File: src/hdl/u2k_pkg.sv
// Shared types and constants for the UTF-8 to single-byte kana converter.
package u2k_pkg;

	localparam logic [15:0] KANA_LO   = 16'hFF61;
	localparam logic [15:0] KANA_HI   = 16'hFF9F;
	localparam logic [15:0] KANA_BASE = 16'hFEC0;
	localparam logic [7:0]  LEAD3_PAT = 8'hE0;
	localparam logic [7:0]  LEAD3_MSK = 8'hF0;
	localparam logic [7:0]  LEAD2_PAT = 8'hC0;
	localparam logic [7:0]  LEAD2_MSK = 8'hE0;
	localparam logic [7:0]  CONT_MSK  = 8'h3F;

	localparam logic [1:0]  SEQ_LEN2  = 2'd2;
	localparam logic [1:0]  SEQ_LEN3  = 2'd3;

	localparam int          QUEUE_AW    = 2;
	localparam int          QUEUE_DEPTH = 1 << QUEUE_AW;

	typedef struct packed {
		logic [7:0] out_byte;
		logic       error;
		logic       out_last;
	} u2k_res_t;

endpackage

File: src/hdl/u2k_if.sv
// Stream interfaces for the converter's input bytes and result bytes.
interface u2k_in_if;
	logic       valid;
	logic       ready;
	logic [7:0] in_byte;
	logic       in_last;

	modport source (output valid, output in_byte, output in_last, input ready);
	modport sink (input valid, input in_byte, input in_last, output ready);
endinterface

interface u2k_out_if;
	logic       valid;
	logic       ready;
	logic [7:0] out_byte;
	logic       error;
	logic       out_last;

	modport source (output valid, output out_byte, output error, output out_last, input ready);
	modport sink (input valid, input out_byte, input error, input out_last, output ready);
endinterface

File: src/hdl/u2k_core.sv
// Sequence decoder: held-sequence state and per-byte result generation.
module u2k_core
	import u2k_pkg::*;
(
	input  logic       clk,
	input  logic       arst_n,
	input  logic       fire,
	input  logic [7:0] in_byte,
	input  logic       in_last,
	output logic [1:0] res_n,
	output u2k_res_t   res0,
	output u2k_res_t   res1
);

	logic [7:0]  lead_q, second_q;
	logic [1:0]  held_q, needed_q;
	logic        dropping_q;

	logic [7:0]  lead_d, second_d;
	logic [1:0]  held_d, needed_d;
	logic        dropping_d;

	logic [15:0] cp3, val3;
	logic [10:0] cp2;
	logic        ok3, ok2, ok;
	logic [7:0]  val;

	assign cp3  = {lead_q[3:0], second_q[5:0], in_byte[5:0]};
	assign ok3  = (cp3 >= KANA_LO) && (cp3 <= KANA_HI);
	assign val3 = cp3 - KANA_BASE;
	assign cp2  = {lead_q[4:0], in_byte[5:0]};
	assign ok2  = (cp2[10:8] == 3'd0);
	assign ok   = (needed_q == SEQ_LEN3) ? ok3 : ok2;
	assign val  = (needed_q == SEQ_LEN3) ? val3[7:0] : cp2[7:0];

	always_comb begin
		lead_d     = lead_q;
		second_d   = second_q;
		held_d     = held_q;
		needed_d   = needed_q;
		dropping_d = dropping_q;
		res_n      = 2'd0;
		res0       = '{out_byte: in_byte, error: 1'b0, out_last: in_last};
		res1       = '{out_byte: in_byte, error: 1'b0, out_last: 1'b1};
		if (dropping_q) begin
			if (in_last) begin
				dropping_d = 1'b0;
			end
		end else if (held_q == 2'd0) begin
			if (in_byte[7] && !in_last && ((in_byte & LEAD3_MSK) == LEAD3_PAT)) begin
				lead_d   = in_byte;
				held_d   = 2'd1;
				needed_d = SEQ_LEN3;
			end else if (in_byte[7] && !in_last && ((in_byte & LEAD2_MSK) == LEAD2_PAT)) begin
				lead_d   = in_byte;
				held_d   = 2'd1;
				needed_d = SEQ_LEN2;
			end else begin
				res_n = 2'd1;
			end
		end else if (needed_q == SEQ_LEN3 && held_q == 2'd1) begin
			if (!in_last) begin
				second_d = in_byte;
				held_d   = 2'd2;
			end else begin
				res_n    = 2'd2;
				res0     = '{out_byte: lead_q, error: 1'b0, out_last: 1'b0};
				lead_d   = 8'd0;
				second_d = 8'd0;
				held_d   = 2'd0;
				needed_d = 2'd0;
			end
		end else begin
			res_n    = 2'd1;
			lead_d   = 8'd0;
			second_d = 8'd0;
			held_d   = 2'd0;
			needed_d = 2'd0;
			if (ok) begin
				res0 = '{out_byte: val, error: 1'b0, out_last: in_last};
			end else begin
				res0       = '{out_byte: 8'd0, error: 1'b1, out_last: 1'b1};
				dropping_d = !in_last;
			end
		end
	end

	always_ff @(posedge clk or negedge arst_n) begin
		if (!arst_n) begin
			lead_q     <= 8'd0;
			second_q   <= 8'd0;
			held_q     <= 2'd0;
			needed_q   <= 2'd0;
			dropping_q <= 1'b0;
		end else if (fire) begin
			lead_q     <= lead_d;
			second_q   <= second_d;
			held_q     <= held_d;
			needed_q   <= needed_d;
			dropping_q <= dropping_d;
		end
	end

endmodule

File: src/hdl/u2k_queue.sv
// Result queue: takes up to two results per cycle, hands out one per cycle on each pop.
module u2k_queue
	import u2k_pkg::*;
(
	input  logic       clk,
	input  logic       arst_n,
	input  logic [1:0] push_n,
	input  u2k_res_t   din0,
	input  u2k_res_t   din1,
	input  logic       pop,
	output u2k_res_t   dout,
	output logic       not_empty,
	output logic       room2
);

	u2k_res_t              mem_q [QUEUE_DEPTH];
	logic [QUEUE_AW-1:0]   wp_q, rp_q;
	logic [QUEUE_AW:0]     cnt_q;
	logic [QUEUE_AW-1:0]   wp_nx;

	assign wp_nx     = wp_q + QUEUE_AW'(1);
	assign dout      = mem_q[rp_q];
	assign not_empty = (cnt_q != '0);
	assign room2     = (cnt_q <= (QUEUE_AW+1)'(QUEUE_DEPTH - 2));

	always_ff @(posedge clk) begin
		if (push_n != 2'd0) begin
			mem_q[wp_q] <= din0;
		end
		if (push_n == 2'd2) begin
			mem_q[wp_nx] <= din1;
		end
	end

	always_ff @(posedge clk or negedge arst_n) begin
		if (!arst_n) begin
			wp_q  <= '0;
			rp_q  <= '0;
			cnt_q <= '0;
		end else begin
			wp_q  <= wp_q + QUEUE_AW'(push_n);
			if (pop) begin
				rp_q <= rp_q + QUEUE_AW'(1);
			end
			cnt_q <= cnt_q + (QUEUE_AW+1)'(push_n) - (QUEUE_AW+1)'(pop);
		end
	end

endmodule

File: src/hdl/utf8_to_single_byte_kana_top.sv
// Top level of the UTF-8 to single-byte kana converter.
// Takes one UTF-8 byte per cycle and produces results into a four-entry queue;
// a byte is decoded in the cycle it is accepted, and its result can be taken on
// the next cycle. Input is ready whenever the queue has room for two results, so
// with the output side taking one result per cycle the block sustains one byte
// per cycle; a string cut short after a 3-byte lead and one more byte gives two
// results, which the queue absorbs.
module utf8_to_single_byte_kana_top
	import u2k_pkg::*;
(
	input  logic      clk,
	input  logic      arst_n,
	u2k_in_if.sink    in_ch,
	u2k_out_if.source out_ch
);

	logic       fire;
	logic [1:0] res_n;
	u2k_res_t   res0, res1, head;
	logic       not_empty, room2;

	assign in_ch.ready = room2;
	assign fire        = in_ch.valid && room2;

	u2k_core u_core (
		.clk     (clk),
		.arst_n  (arst_n),
		.fire    (fire),
		.in_byte (in_ch.in_byte),
		.in_last (in_ch.in_last),
		.res_n   (res_n),
		.res0    (res0),
		.res1    (res1)
	);

	u2k_queue u_queue (
		.clk       (clk),
		.arst_n    (arst_n),
		.push_n    (fire ? res_n : 2'd0),
		.din0      (res0),
		.din1      (res1),
		.pop       (out_ch.valid && out_ch.ready),
		.dout      (head),
		.not_empty (not_empty),
		.room2     (room2)
	);

	assign out_ch.valid    = not_empty;
	assign out_ch.out_byte = head.out_byte;
	assign out_ch.error    = head.error;
	assign out_ch.out_last = head.out_last;

endmodule
File: src/flat_wrapper.sv
// flat-port wrapper written by rule: the top's interface ports become plain ports
module utf8_to_single_byte_kana_top_flat import u2k_pkg::*;
  (clk, arst_n, in_ch_valid, in_ch_in_byte, in_ch_in_last, in_ch_ready, out_ch_valid, out_ch_out_byte, out_ch_error, out_ch_out_last, out_ch_ready);
  u2k_in_if in_ch_i ();
  u2k_out_if out_ch_i ();
  input  logic clk;
  input  logic arst_n;
  input wire logic [$bits(in_ch_i.valid)-1:0] in_ch_valid;
  input wire logic [$bits(in_ch_i.in_byte)-1:0] in_ch_in_byte;
  input wire logic [$bits(in_ch_i.in_last)-1:0] in_ch_in_last;
  output wire logic [$bits(in_ch_i.ready)-1:0] in_ch_ready;
  output wire logic [$bits(out_ch_i.valid)-1:0] out_ch_valid;
  output wire logic [$bits(out_ch_i.out_byte)-1:0] out_ch_out_byte;
  output wire logic [$bits(out_ch_i.error)-1:0] out_ch_error;
  output wire logic [$bits(out_ch_i.out_last)-1:0] out_ch_out_last;
  input wire logic [$bits(out_ch_i.ready)-1:0] out_ch_ready;
  assign in_ch_i.valid = in_ch_valid;
  assign in_ch_i.in_byte = in_ch_in_byte;
  assign in_ch_i.in_last = in_ch_in_last;
  assign in_ch_ready = in_ch_i.ready;
  assign out_ch_valid = out_ch_i.valid;
  assign out_ch_out_byte = out_ch_i.out_byte;
  assign out_ch_error = out_ch_i.error;
  assign out_ch_out_last = out_ch_i.out_last;
  assign out_ch_i.ready = out_ch_ready;
  utf8_to_single_byte_kana_top u_core (.clk(clk), .arst_n(arst_n), .in_ch(in_ch_i), .out_ch(out_ch_i));
endmodule
File: config.mk
export PLATFORM = sky130hd
export DESIGN_NAME = utf8_to_single_byte_kana_top_flat
export DESIGN_NICKNAME = d
export VERILOG_FILES = /design/src/hdl/u2k_pkg.sv /design/src/hdl/u2k_if.sv /design/src/hdl/u2k_core.sv /design/src/hdl/u2k_queue.sv /design/src/hdl/utf8_to_single_byte_kana_top.sv /design/src/flat_wrapper.sv
export SDC_FILE = /design/constraint.sdc
export NUM_CORES = 1
export LEC_CHECK = 0
export ABC_CLOCK_PERIOD_IN_PS = 8600
export BUFFER_PORTS_ARGS = -buffer_cell sky130_fd_sc_hd__buf_2
export CAP_MARGIN = 20
export CORE_MARGIN = 1
export CORE_UTILIZATION = 45
export DETAILED_ROUTE_END_ITERATION = 8
export HOLD_SLACK_MARGIN = 0.12
export PLACE_DENSITY = 0.64
export SETUP_SLACK_MARGIN = 0.5
export SYNTH_ARGS = -nofsm -noshare
export SYNTH_HDL_FRONTEND = slang
export SYNTH_HIERARCHICAL = 1
export SYNTH_SLANG_ARGS = --single-unit
File: constraint.sdc
create_clock -name clk -period 8.6 [get_ports clk]
set_input_delay 1.72 -clock clk [delete_from_list [all_inputs] [get_ports clk]]
set_output_delay 1.72 -clock clk [all_outputs]
set_load 0.005 [all_outputs]
## Word level (Yosys, flattened, before mapping)

Memories as Yosys holds them, arrays and structs flattened.
Cells that the tools add are included.

| cells by class | value |
|---|---|
| $lt $le $gt $ge | 3 |
| mux-type cells | 40 |
| add/subtract/negate cells | 6 |
| reductions and logical operators | 15 |
| bitwise gates (word level) | 2 |
| equal/unequal tests | 7 |

Operator list:

| kind | count |
|---|---|
| 10-bit 2-to-1 mux | 5 |
| 8-bit 2-to-1 mux | 6 |
| 2-bit 2-to-1 mux | 15 |
| 16-bit greater-or-equal comparator, second input constant | 1 |
| 16-bit less-or-equal comparator, second input constant | 1 |
| 1-bit 2-to-1 mux | 12 |
| 6-bit 2-to-1 mux | 2 |
| 8-bit subtractor, second input constant | 1 |
| 1-bit logical AND | 7 |
| 3-bit AND reduction | 2 |
| 2-bit by 1-bit adder with 2-bit output, second input constant | 2 |
| 2-bit equality test, second input constant | 2 |
| 4-bit equality test, second input constant | 1 |
| 4-bit AND reduction | 1 |
| 3-bit by 2-bit adder with 3-bit output | 1 |
| 3-bit equality test, second input constant | 1 |
| 3-bit by 2-bit less-or-equal comparator with 1-bit output, second input constant | 1 |
| 3-bit zero test | 1 |
| 3-bit by 1-bit inequality test with 1-bit output, second input constant | 1 |
| 3-bit inequality test, second input constant | 1 |
| 3-bit nonzero test | 1 |
| 3-bit by 1-bit subtractor with 3-bit output | 1 |
| 2-bit adder | 1 |
| 2-bit by 1-bit equality test with 1-bit output, second input constant | 1 |
| 4 further kinds | 5 |

| storage, ports and cells | value |
|---|---|
| output and inout port bits | 12 |
| logic and storage cells | 82 |
| RAM bits | 40 |
| register bits | 26 |
| bits of input ports | 13 |
| memories kept | 1 |

Memory list:

| memory | depth | width | read ports | clocked after memory_dff | wr ports | RTL line | source |
|---|---|---|---|---|---|---|---|
| u_core.u_queue.mem_q | 4 | 10 | 1 | 0 | 2 | u2k_queue.sv:16 | `u2k_res_t mem_q [QUEUE_DEPTH];` |

## Logic depth before layout (Yosys ltp)

| logic depth | value |
|---|---|
| word-level depth | 11 |
| mapped depth | 12 |
| gate-level depth less buffers | 9 |

## By module

Netlist, hierarchy kept.

By module, submodules not included:

| module | cells an instance | area an instance (um^2) | instances |
|---|---|---|---|
| u2k_queue | 136 | 2507.4 | 1 |
| u2k_core | 164 | 1427.6 | 1 |
| utf8_to_single_byte_kana_top | 4 | 25.0 | 1 |

## Worst setup path after synthesis

No wires, ideal clock.

| timing path | value |
|---|---|
| path type | input to register |
| start | input port in_ch_in_last |
| end | memory u_core/u_queue/mem_q[0][0] in the netlist's numbering (enable) |
| setup time | 393 ps |
| required time | 8207 ps |
| path slack | 4587 ps |
| stages on the path | 7 |
| arrival time | 3620 ps |
| buffers on the path | 3 |
| cell sequence | clkbuf_1 > clkbuf_1 > and3_1 > and3_1 > buf_6 > nor2_1 > o31ai_1 |

RTL lines:

| element | RTL line | source |
|---|---|---|
| start: declaration | flat_wrapper.sv:10 | `input wire logic [$bits(in_ch_i.in_last)-1:0] in_ch_in_last;` |
| end: declaration | u2k_queue.sv:16 |  |

==> impl_metrics.env <==
export IMPL_outcome="complete, no violations"
export IMPL_drcViolationCount=0
export IMPL_synth_edf_count=40
export IMPL_rsz0062_at_grt="no"
export IMPL_worst_path_buf_inv=1
export IMPL_synth_flop_cell="edfxtp_1"
export IMPL_drt_pass1_iter_count=4
export IMPL_dr_first_iter_drc_count=173
export IMPL_crit_path_start_kind="primary input"
export IMPL_die_area_um2=9180
export IMPL_crit_family="simple AND/OR/NAND/NOR gates"
export IMPL_synthArstFlopShare_pct=39.39
export IMPL_nets=336
export IMPL_grt_pass1_wl_mm=13.06
export IMPL_floorplan_initialDensity_pct=47.25
export IMPL_synth_seq_area_share_pct=46.76
export IMPL_ys_ff_latch=66
export IMPL_finalSetupTns_ps=0
export IMPL_diodes=0
export IMPL_netlist_area_leader_share_pct=30.33
export IMPL_hold_class="flip-flop to flip-flop"
export IMPL_postRouteAntennaNets=0
export IMPL_overflow=0
export IMPL_io_buffers=24
export IMPL_grt_max_degree=27
export IMPL_avgViaCountPerCell=5.685
export IMPL_clkTransAtPathRegs_ps=80
export IMPL_crit_path_end_kind="flip-flop"
export IMPL_post_cts_setup_buffers=0
export IMPL_reg2reg_to="u_core/u_queue/mem_q[2][8]$_DFFE_PP_"
export IMPL_cts_buffers=9
export IMPL_clock_sinks=66
export IMPL_rrSetupSlack_ps=5250
export IMPL_postPlaceCellArea_um2=4039
export IMPL_maxCapViolations=0
export IMPL_postLayoutCellArea_um2=4287
export IMPL_h_tree_depth=3
export IMPL_cts_root_buf="clkbuf_8"
export IMPL_crit_fanout=21
export IMPL_path_class="primary input to flip-flop"
export IMPL_crit_required_ps=8590
export IMPL_tritoncts="yes"
export IMPL_worst_pin_slew_ps=1097
export IMPL_fin_skew_ps=9.988
export IMPL_synthesis_area_um2=3960
export IMPL_path_depth=8
export IMPL_crit_slowest_cell="nor4bb_4"
export IMPL_finalCritPeriodShare_pct=50.31
export IMPL_r2r_start="u_core/u_core/needed_q[0]$_DFFE_PN0P_"
export IMPL_mostFrequentLayoutCell="edfxtp_1"
export IMPL_hold_depth=2
export IMPL_synthTopCellsByArea="edfxtp_1 (30%), dfrtp_1 (16%), mux2_4 (11%)"
export IMPL_die_y_um=95.81
export IMPL_synth_cells=304
export IMPL_period_needed_ps=4326
export IMPL_hold_start="u_core/u_core/second_q[3]$_DFFE_PN0P_"
export IMPL_vias=2416
export IMPL_fmax_ghz=0.2311
export IMPL_yosysUniqueCellTypes=60
export IMPL_io_pins=25
export IMPL_path_cells="buf_2, nand3b_2, a21o_1, nor2_1, nor3_1, and3_1, nor4bb_4, a21o_1"
export IMPL_antenna_found_initial=0
export IMPL_setup_viol_count_final=0
export IMPL_grtUsageTotal_pct=19.79
export IMPL_routed_wl_mm=7.988
export IMPL_cp_slowest_stage_delay_ps=920
export IMPL_power_density_nw_per_um2=281.7
export IMPL_clk_latency_ps=340
export IMPL_p_total_uw=1207
export IMPL_die_x_um=95.81
export IMPL_cts_repair_resize_count=0
export IMPL_core_area_um2=8382
export IMPL_finalHoldViolCount=0
export IMPL_crit_arrival_ps=4310
export IMPL_peakVddDrop_mv=0.1418
export IMPL_wl_per_cell_um=18.80
export IMPL_final_max_slew_viol_count=0
export IMPL_syn2layout_area_growth_pct=8.246
export IMPL_yosysTopAreaCell="edfxtp_1"
export IMPL_gp_congestion=0.8252
export IMPL_hold_end="u_core/u_core/second_q[3]$_DFFE_PN0P_"
export IMPL_grt_pass1_vias=2465
export IMPL_postSynthAreaPerCell_um2=13.03
export IMPL_num_rows=33
export IMPL_rr_worst_depth=5
export IMPL_fill_cells=769
export IMPL_cp_common_cell="a21o_1"
export IMPL_layout_common_cells="edfxtp_1 (40), mux2_4 (28), dfrtp_1 (26), buf_2 (24), nand2_1 (19)"
export IMPL_synthesis_nets=325
export IMPL_dp_hpwl_mm=5.521
export IMPL_ctsHoldBuffers=0
export IMPL_clock_path_buffers=2
export IMPL_drive_gt1_share_pct=31.25
export IMPL_slew_headroom_pct=26.77
export IMPL_p_leak_uw=0.001698
export IMPL_ys_warn_count=6
flip-flops by register name (all words and copies together), names as in the netlist:
| signal | cells |
|---|---|
| u_core/u_queue/mem_q | 40 |
| u_core/u_core/lead_q | 8 |
| u_core/u_core/second_q | 6 |
| u_core/u_queue/cnt_q | 3 |
| u_core/u_core/held_q | 2 |
| u_core/u_core/needed_q | 2 |
| u_core/u_queue/rp_q | 2 |
| u_core/u_queue/wp_q | 2 |
| u_core/u_core/dropping_q | 1 |
power by group:
group          leakage [µW]  internal [µW]  switching, µW
logic              0.000883            210            171
clock network      0.000121            192            121
registers          0.000695            420           92.4
worst register-to-register path, stage by stage (launching register included):
cell and delay [ps]:
dfrtp_1 510, and4b_2 520, and3_1 210, and3_1 350, nor4bb_4 960, a21o_1 450
synthesized netlist by cell type, drive strengths merged, types with 2 or more instances:
master	number
a2111oi	2
a21o	7
a21oi	5
a22o	5
a22oi	6
and2	4
and3	3
buf	23
clkbuf	4
conb	2
dfrtp	26
edfxtp	40
ha	7
inv	17
mux2	41
mux2i	2
mux4	10
nand2	20
nand3	9
nand3b	2
nand4	5
nand4b	3
nor2	9
nor3	3
nor4b	2
nor4bb	2
o21ai	7
o21ba	2
o22ai	6
o31ai	8
xnor2	5
metrics by stage:
step           hold WS, ps  setup slack, ps  instances  util (%)
2_1_floorplan        438.9             4587        304         -
3_3_place_gp         455.3             4010        408     48.19
3_5_place_dp         465.3             3910        408     48.19
4_1_cts              481.4             4272        424     51.05
5_1_grt              499.2             4065        425     51.14
6_report             479.7             4274        425     51.14
how the worst max path moves through the flow:
stage | startpoint | to
5_1_grt | in_ch_in_last | u_core/u_queue/mem_q[2][8]$_DFFE_PP_
3_5_place_dp | in_ch_in_last | u_core/u_queue/mem_q[2][2]$_DFFE_PP_
4_1_cts | in_ch_in_last | u_core/u_queue/mem_q[2][8]$_DFFE_PP_
3_3_place_gp | in_ch_in_last | u_core/u_queue/mem_q[2][2]$_DFFE_PP_
6_report | in_ch_in_last | u_core/u_queue/mem_q[2][8]$_DFFE_PP_
2_1_floorplan | in_ch_in_last | u_core/u_queue/mem_q[0][0]$_DFFE_PP_
layout make-up:
cell class                 count  area [µm²]  area share, %
inverter                      17       63.81          1.489
clock buffer                   9       123.9          2.890
multi-input combinational    194        1857          43.32
clock inverter                 7       116.4          2.715
timing repair buffer          27       142.6          3.328
tap                          105       131.4          3.065
sequential                    66        1852          43.20
logic make-up after synthesis:
group	count (synthesis)	synth area share, %
AOI/OAI and AO/OA	57	11.63
xor gates and xnor gates	6	1.327
adders and majority gates	8	2.717
buffers and inverters	44	6.571
DFF	66	46.76
muxes	53	20.51
other	2	0.1896
and+or+nand+nor	68	10.30
layer usage:
metal,vias up,track usage [%],routed length (µm)
met5,-,0,0
met4,0,7.214,133
met1,1177,25.71,3648
li1,1162,-,-
met2,67,31.96,3835
met3,10,5.055,370
Note: power is estimated with default switching activity, not from simulation.
